==> src/rtl/ptw_pkg.sv <==
package ptw_pkg;

  // Field widths of the walker's ports
  localparam int unsigned VIRT_BITS = 48;
  localparam int unsigned PHYS_BITS = 52;
  localparam int unsigned ADDR_W    = 52;
  localparam int unsigned ENTRY_W   = 64;
  localparam int unsigned IDX_W     = 9;
  localparam int unsigned LEVEL_W   = 2;
  localparam int unsigned PAGE_OFS_W = 12;
  localparam int unsigned HUGE_OFS_W = 21;

  // Address masks; only bits below PHYS_BITS take part in a physical address
  localparam logic [ADDR_W-1:0] PHYS_MASK       = ADDR_W'((65'd1 << PHYS_BITS) - 65'd1);
  localparam logic [ADDR_W-1:0] FRAME_MASK      = PHYS_MASK & ~ADDR_W'(12'hFFF);
  localparam logic [ADDR_W-1:0] HUGE_FRAME_MASK = PHYS_MASK & ~ADDR_W'(21'h1FFFFF);

  // Entry flag positions
  localparam int unsigned BIT_PRESENT = 0;
  localparam int unsigned BIT_HUGE    = 7;

  // Walk levels
  localparam logic [LEVEL_W-1:0] LEVEL_TOP  = 2'd0;
  localparam logic [LEVEL_W-1:0] LEVEL_DIR  = 2'd2;
  localparam logic [LEVEL_W-1:0] LEVEL_LEAF = 2'd3;

  // Input commands
  localparam logic CMD_START = 1'b0;
  localparam logic CMD_RESP  = 1'b1;

  // Result kinds
  localparam logic [1:0] KIND_READ  = 2'd0;
  localparam logic [1:0] KIND_DONE  = 2'd1;
  localparam logic [1:0] KIND_FAULT = 2'd2;

  // Source of the result address
  typedef enum logic [2:0] {
    ASEL_ROOT,
    ASEL_NEXT,
    ASEL_LEAF,
    ASEL_HUGE,
    ASEL_ZERO
  } addr_sel_t;

  // Commands from the controller to the datapath
  typedef struct packed {
    logic               load_virt;
    logic               load_out;
    logic [1:0]         kind;
    addr_sel_t          addr_sel;
    logic [LEVEL_W-1:0] idx_level;
  } ptw_cmd_t;

  // Status from the datapath to the controller
  typedef struct packed {
    logic present;
    logic huge;
  } ptw_stat_t;

endpackage

==> src/rtl/ptw_ctrl.sv <==
module ptw_ctrl (
  input  logic              clk,
  input  logic              rst_n,
  input  logic              in_valid,
  input  logic              in_command,
  input  logic              out_ready,
  input  ptw_pkg::ptw_stat_t stat,
  output logic              in_ready,
  output logic              out_valid,
  output ptw_pkg::ptw_cmd_t cmd
);
  import ptw_pkg::*;

  typedef enum logic [1:0] {
    ST_IDLE = 2'b01,
    ST_WALK = 2'b10
  } state_t;

  state_t             state_r, state_nxt;
  logic [LEVEL_W-1:0] level_r, level_nxt;
  logic               out_valid_r, out_valid_nxt;
  logic               acc;
  logic               emit;

  // An item is taken whenever the output register is free or being drained
  assign in_ready  = !out_valid_r || out_ready;
  assign out_valid = out_valid_r;
  assign acc       = in_valid && in_ready;

  // Walk sequencing: decide the next level and what the datapath produces
  always_comb begin
    state_nxt     = state_r;
    level_nxt     = level_r;
    emit          = 1'b0;
    cmd.load_virt = 1'b0;
    cmd.kind      = KIND_READ;
    cmd.addr_sel  = ASEL_ZERO;
    cmd.idx_level = level_r + 2'd1;
    if (acc) begin
      unique case (state_r)
        ST_IDLE: begin
          if (in_command == CMD_START) begin
            emit          = 1'b1;
            cmd.load_virt = 1'b1;
            cmd.kind      = KIND_READ;
            cmd.addr_sel  = ASEL_ROOT;
            cmd.idx_level = LEVEL_TOP;
            level_nxt     = LEVEL_TOP;
            state_nxt     = ST_WALK;
          end
        end
        ST_WALK: begin
          if (in_command == CMD_RESP) begin
            emit = 1'b1;
            if (level_r == LEVEL_LEAF) begin
              cmd.kind     = KIND_DONE;
              cmd.addr_sel = ASEL_LEAF;
              level_nxt    = LEVEL_TOP;
              state_nxt    = ST_IDLE;
            end else if (level_r == LEVEL_DIR && stat.huge) begin
              cmd.kind     = KIND_DONE;
              cmd.addr_sel = ASEL_HUGE;
              level_nxt    = LEVEL_TOP;
              state_nxt    = ST_IDLE;
            end else if (!stat.present) begin
              cmd.kind     = KIND_FAULT;
              cmd.addr_sel = ASEL_ZERO;
              level_nxt    = LEVEL_TOP;
              state_nxt    = ST_IDLE;
            end else begin
              cmd.kind     = KIND_READ;
              cmd.addr_sel = ASEL_NEXT;
              level_nxt    = level_r + 2'd1;
            end
          end
        end
        default: begin
          state_nxt = ST_IDLE;
          level_nxt = LEVEL_TOP;
        end
      endcase
    end
    cmd.load_out  = emit;
    out_valid_nxt = emit || (out_valid_r && !out_ready);
  end

  // Control registers
  always_ff @(posedge clk) begin
    if (!rst_n) begin
      state_r     <= ST_IDLE;
      level_r     <= LEVEL_TOP;
      out_valid_r <= 1'b0;
    end else begin
      state_r     <= state_nxt;
      level_r     <= level_nxt;
      out_valid_r <= out_valid_nxt;
    end
  end

  // The state register always holds exactly one state.
  a_state_onehot: assert property (@(posedge clk) disable iff (!rst_n)
    $onehot(state_r)) else $error("walker state is not one-hot");

  // An idle walker always sits at the top level.
  a_idle_top: assert property (@(posedge clk) disable iff (!rst_n)
    (state_r == ST_IDLE) |-> (level_r == LEVEL_TOP))
    else $error("idle walker is not at the top level");

  // An ignored item leaves no result behind.
  a_ignored_clears: assert property (@(posedge clk) disable iff (!rst_n)
    (acc && !emit) |=> !out_valid_r)
    else $error("ignored item left a result pending");

  // A leaf response always finishes the walk.
  a_leaf_ends: assert property (@(posedge clk) disable iff (!rst_n)
    (acc && state_r == ST_WALK && in_command == CMD_RESP && level_r == LEVEL_LEAF)
    |=> (state_r == ST_IDLE && out_valid_r))
    else $error("leaf response did not finish the walk");

endmodule

==> src/rtl/ptw_dp.sv <==
module ptw_dp (
  input  logic                          clk,
  input  logic                          rst_n,
  input  logic                          cfg_we,
  input  logic [ptw_pkg::ADDR_W-1:0]    cfg_wdata,
  input  logic [ptw_pkg::VIRT_BITS-1:0] in_virt_addr,
  input  logic [ptw_pkg::ENTRY_W-1:0]   in_entry_data,
  input  ptw_pkg::ptw_cmd_t             cmd,
  output ptw_pkg::ptw_stat_t            stat,
  output logic [1:0]                    out_kind,
  output logic [ptw_pkg::ADDR_W-1:0]    out_address
);
  import ptw_pkg::*;

  logic [ADDR_W-1:0]    root_r;
  logic [VIRT_BITS-1:0] saved_virt_r;
  logic [1:0]           out_kind_r;
  logic [ADDR_W-1:0]    out_addr_r;
  logic [VIRT_BITS-1:0] idx_src;
  logic [IDX_W-1:0]     idx;
  logic [ADDR_W-1:0]    idx_ofs;
  logic [ADDR_W-1:0]    entry_addr;
  logic [ADDR_W-1:0]    addr_nxt;

  // Entry flags for the controller
  assign stat.present = in_entry_data[BIT_PRESENT];
  assign stat.huge    = in_entry_data[BIT_HUGE];

  // Table index: a new walk takes it from the incoming address
  assign idx_src    = cmd.load_virt ? in_virt_addr : saved_virt_r;
  assign entry_addr = in_entry_data[ADDR_W-1:0];

  always_comb begin
    case (cmd.idx_level)
      2'd0:    idx = idx_src[47:39];
      2'd1:    idx = idx_src[38:30];
      2'd2:    idx = idx_src[29:21];
      default: idx = idx_src[20:12];
    endcase
  end

  assign idx_ofs = {{(ADDR_W-IDX_W-3){1'b0}}, idx, 3'b000};

  // Result address for each outcome of a step
  always_comb begin
    unique case (cmd.addr_sel)
      ASEL_ROOT: addr_nxt = (root_r & FRAME_MASK) | idx_ofs;
      ASEL_NEXT: addr_nxt = (entry_addr & FRAME_MASK) | idx_ofs;
      ASEL_LEAF: addr_nxt = (entry_addr & FRAME_MASK)
                          | {{(ADDR_W-PAGE_OFS_W){1'b0}}, saved_virt_r[PAGE_OFS_W-1:0]};
      ASEL_HUGE: addr_nxt = (entry_addr & HUGE_FRAME_MASK)
                          | {{(ADDR_W-HUGE_OFS_W){1'b0}}, saved_virt_r[HUGE_OFS_W-1:0]};
      default:   addr_nxt = '0;
    endcase
  end

  // Root table register
  always_ff @(posedge clk) begin
    if (!rst_n) begin
      root_r <= '0;
    end else if (cfg_we) begin
      root_r <= cfg_wdata;
    end
  end

  // Saved address and output payload
  always_ff @(posedge clk) begin
    if (cmd.load_virt) begin
      saved_virt_r <= in_virt_addr;
    end
    if (cmd.load_out) begin
      out_kind_r <= cmd.kind;
      out_addr_r <= addr_nxt & PHYS_MASK;
    end
  end

  assign out_kind    = out_kind_r;
  assign out_address = out_addr_r;

endmodule

==> src/rtl/page_table_walker.sv <==
// A result item is in the output register the cycle after its item is taken.
// Throughput: one item per cycle unless stalled; a walk is one start and up to four responses.
// An item is taken whenever the output register is empty or drained in the same cycle.
// Reset (synchronous, active low) clears the root table address, returns the walker to
// idle at the top level and empties the output register.
module page_table_walker (
  input  logic                          clk,
  input  logic                          rst_n,
  input  logic                          cfg_we,
  input  logic [ptw_pkg::ADDR_W-1:0]    cfg_wdata,
  input  logic                          in_valid,
  output logic                          in_ready,
  input  logic                          in_command,
  input  logic [ptw_pkg::VIRT_BITS-1:0] in_virt_addr,
  input  logic [ptw_pkg::ENTRY_W-1:0]   in_entry_data,
  output logic                          out_valid,
  input  logic                          out_ready,
  output logic [1:0]                    out_kind,
  output logic [ptw_pkg::ADDR_W-1:0]    out_address
);
  import ptw_pkg::*;

  ptw_cmd_t  cmd;
  ptw_stat_t stat;

  // Walk controller
  ptw_ctrl u_ctrl (
    .clk        (clk),
    .rst_n      (rst_n),
    .in_valid   (in_valid),
    .in_command (in_command),
    .out_ready  (out_ready),
    .stat       (stat),
    .in_ready   (in_ready),
    .out_valid  (out_valid),
    .cmd        (cmd)
  );

  // Address datapath
  ptw_dp u_dp (
    .clk           (clk),
    .rst_n         (rst_n),
    .cfg_we        (cfg_we),
    .cfg_wdata     (cfg_wdata),
    .in_virt_addr  (in_virt_addr),
    .in_entry_data (in_entry_data),
    .cmd           (cmd),
    .stat          (stat),
    .out_kind      (out_kind),
    .out_address   (out_address)
  );

endmodule
==> config.mk <==
export PLATFORM = sky130hd
export DESIGN_NAME = page_table_walker
export DESIGN_NICKNAME = d
export VERILOG_FILES = /design/src/rtl/ptw_pkg.sv /design/src/rtl/ptw_ctrl.sv /design/src/rtl/ptw_dp.sv /design/src/rtl/page_table_walker.sv
export SDC_FILE = /design/constraint.sdc
export NUM_CORES = 1
export LEC_CHECK = 0
export BUFFER_PORTS_ARGS = -buffer_cell sky130_fd_sc_hd__buf_2
export CAP_MARGIN = 15
export CORE_ASPECT_RATIO = 1.1
export CORE_MARGIN = 3
export CORE_UTILIZATION = 46
export CTS_BUF_LIST = sky130_fd_sc_hd__clkbuf_8
export DETAILED_ROUTE_END_ITERATION = 12
export GPL_TIMING_DRIVEN = 0
export HOLD_SLACK_MARGIN = 0.05
export PLACE_DENSITY = 0.87
export SYNTH_ARGS = -nofsm -noshare
export SYNTH_HDL_FRONTEND = slang
export SYNTH_SLANG_ARGS = --single-unit
==> constraint.sdc <==
create_clock -name clk -period 2.7 [get_ports clk]
set_input_delay 0.54 -clock clk [delete_from_list [all_inputs] [get_ports clk]]
set_output_delay 0.54 -clock clk [all_outputs]
set_load 0.01 [all_outputs]
==> results.json <==
{
  "status": "finished clean",
  "drt_iter0_markers": 358,
  "core_area_mm2": 0.0123,
  "antenna_violating_nets_post_route": 0,
  "antenna_found_initial": 1,
  "postLayoutCellArea_mm2": 0.00748,
  "worstSetupPathType": "flip-flop to flip-flop",
  "worstPathCellList": "buf_4 -> inv_1 -> ha_1 -> mux4_2 -> mux2i_1 -> o2bb2ai_1",
  "holdPathEnd": "u_dp.saved_virt_r[10]",
  "final_util": 0.609,
  "clockBufferDepth": 2,
  "worst_r2r_startpoint": "u_ctrl.level_r[0]",
  "wl_per_cell_um": 18.6,
  "pin_count": 226,
  "routed_via_density": 5.41,
  "drive_above_1_share": 0.455,
  "finalMaxSlewViolations": 0,
  "r2r_slack_ns": 0.31,
  "placed_area_mm2": 0.00710,
  "antenna_cells": 0,
  "place_inst": 761,
  "dpl.hpwl_um": 11300,
  "cts.sinks": 147,
  "grt_use_total": 0.206,
  "drt_pass1_iterations": 4,
  "die-area_mm2": 0.0143,
  "cts_hold_buffers": 0,
  "drt_wl_total_um": 14700,
  "die_h_um": 125,
  "worstPathRequired_ns": 2.88,
  "yosysTopAreaCellShare": 0.334,
  "cp-start-kind": "flip-flop",
  "grt_overflow": 0,
  "synth_edf_count": 66,
  "netlist_top_cells_count": "dfxtp_1 (81), edfxtp_1 (66), mux2i_1 (50)",
  "syn_area_mm2": 0.00593,
  "clkSlewWorstSetupHoldPaths_ns": 0.07,
  "p_per_area_mw_per_mm2": 704,
  "ys_async_sr_fraction": 0,
  "grt_pass1_wl_um": 22700,
  "yosysMostFrequentCell": "dfxtp_1",
  "report.power.total_uw": 5270,
  "fin_skew_ns": 0.0129,
  "ys_top_cells_by_area": "edfxtp_1 (33%), dfxtp_1 (27%), mux2i_1 (8.4%)",
  "cts-buffers-inserted": 17,
  "peakVddDrop_uv": 524,
  "syn_area_per_cell_um2": 14.3,
  "cts-htree-levels": 4,
  "numPortBuffers": 190,
  "yosys_warnings": 0,
  "syn2layout_area_growth_pct": 26.2,
  "placementRows": 42,
  "reg2reg_to": "u_dp.out_address[7]",
  "final-hold-violation-count": 0,
  "drv_cap": 0,
  "cts_tree": "yes",
  "cp.arrival_ns": 2.57,
  "min_from": "in_virt_addr[10]",
  "synth_cells": 416,
  "post-route-min-period_ns": 2.39,
  "fin_crit_sh": 0.886,
  "reg2regPathDepth": 6,
  "yosysTopAreaCell": "edfxtp_1",
  "grt_setup_unrepaired": "no",
  "finalSetupViolations": 0,
  "hold_ws_ns": 0.275,
  "cts_setup_buffers": 0,
  "ys.flop_type": "dfxtp_1",
  "drc": 0,
  "slowest_delay_ns": 0.58,
  "synth.distinct_cells": 41,
  "vias": 4279,
  "grt_pass1_vias": 4494,
  "clock.fmax_ghz": 0.418,
  "p_leak_uw": 0.00336,
  "crit_slowest_cell": "ha_1",
  "ys_ff_latch": 147,
  "min_path_type": "input pin to flip-flop",
  "tightest_slew_ns": 0.738,
  "die_w_um": 114,
  "gp_congestion": 0.867,
  "worstPathMaxFanout": 10,
  "clkLatencyLatePin_ns": 0.44,
  "yosysSeqAreaShare": 0.607,
  "grt_max_degree": 29,
  "start_util": 0.482,
  "worstSetupEndpointType": "flip-flop",
  "synthesis.nets": 590,
  "holdPathStages": 1,
  "stdcell_count": 791,
  "clockRootBuffer": "clkbuf_8",
  "fill_cells": 928,
  "layout.nets": 799,
  "max-slew-margin-rel": 0.506
}
[repair_timing]
item | in CTS | in global routing
resized for setup | 0 | 0
endpoints found under the hold margin | 0 | 0
endpoints found under the setup margin | 0 | 5
[worst max-delay path by stage]
stage                 startpoint                    to  slack, ns  cells past startpoint
6_report       u_ctrl.level_r[0]   u_dp.out_address[7]       0.31                      6
5_1_grt        u_ctrl.level_r[0]   u_dp.out_address[5]       0.17                      6
4_1_cts        u_ctrl.level_r[0]   u_dp.out_address[5]       0.11                      7
3_5_place_dp   u_ctrl.level_r[0]   u_dp.out_address[7]       0.11                      7
3_3_place_gp           out_ready  u_dp.out_address[24]      -0.06                      7
2_1_floorplan          out_ready   u_dp.out_address[0]       0.44                      6
[routing by layer]
layer | track usage | part of all wire | wire (um) | vias to the layer above
met4 | 0.0776 | 0.019 | 279 | 2
met2 | 0.361 | 0.52 | 7610 | 206
li1 | - | - | - | 1992
met5 | 0 | 0.00054 | 8 | -
met3 | 0.0590 | 0.081 | 1190 | 23
met1 | 0.237 | 0.38 | 5610 | 2056
[cells in the final DEF (no fill, tap or decap), types with 3 or more instances in the layout]
master,n
buf_2,199
dfxtp_1,81
edfxtp_1,66
mux2i_1,50
nor2_1,40
a22o_1,31
mux2_2,28
clkbuf_8,19
inv_1,11
a221o_1,9
mux4_2,9
o2bb2ai_1,9
buf_6,8
mux2_4,8
a21oi_1,6
nand2_1,6
and2_0,6
and2_1,6
clkbuf_1,5
ha_1,4
clkinv_2,3
bufinv_16,3
[kinds of logic after synthesis]
group	after synthesis	synth area share
DFF	147	0.607
buffers and inverters	31	0.0329
muxes	95	0.192
adders and majority gates	4	0.00844
AOI/OAI and AO/OA	61	0.0888
and+or+nand+nor	78	0.0705
[final cells by class]
type,count,area [um^2],area share
Clock inverter,12,128,0.0171
Inverter,6,22.5,0.00301
Sequential cell,147,3600,0.482
Clock buffer,19,262,0.0349
Tap cell,154,193,0.0257
Buffer,24,169,0.0226
Multi-Input combinational cell,238,2140,0.285
Timing Repair Buffer,191,971,0.130
[sequential cells by signal, indices dropped and copies added, names as in the netlist]
name	cells
u_ctrl.level_r	2
u_ctrl.out_valid	1
u_ctrl.state_r	2
u_dp.out_address	52
u_dp.out_kind	2
u_dp.root_r	40
u_dp.saved_virt_r	48
[metrics by stage]
step | setup slack, ns | setup TNS [ns]
CTS | 0.111 | 0
finish | 0.309 | 0
detailed placement | 0.112 | 0
global route | 0.169 | 0
global placement | -0.0605 | -3.02
floorplan | 0.437 | 0
[worst max-delay path, delay by kind of cell (launching register included)]
family          cells  cell delay, ns
compound gates      1            0.11
flops               1            0.44
mux                 2            0.67
fa+ha+maj           1            0.58
buf+inv             2            0.32
[where the power goes]
part	internal (uW)	switching, uW
sequential	2620	146
combinational	442	372
clock	933	760
total	3990	1280
Power figures use the tool's default switching activity.
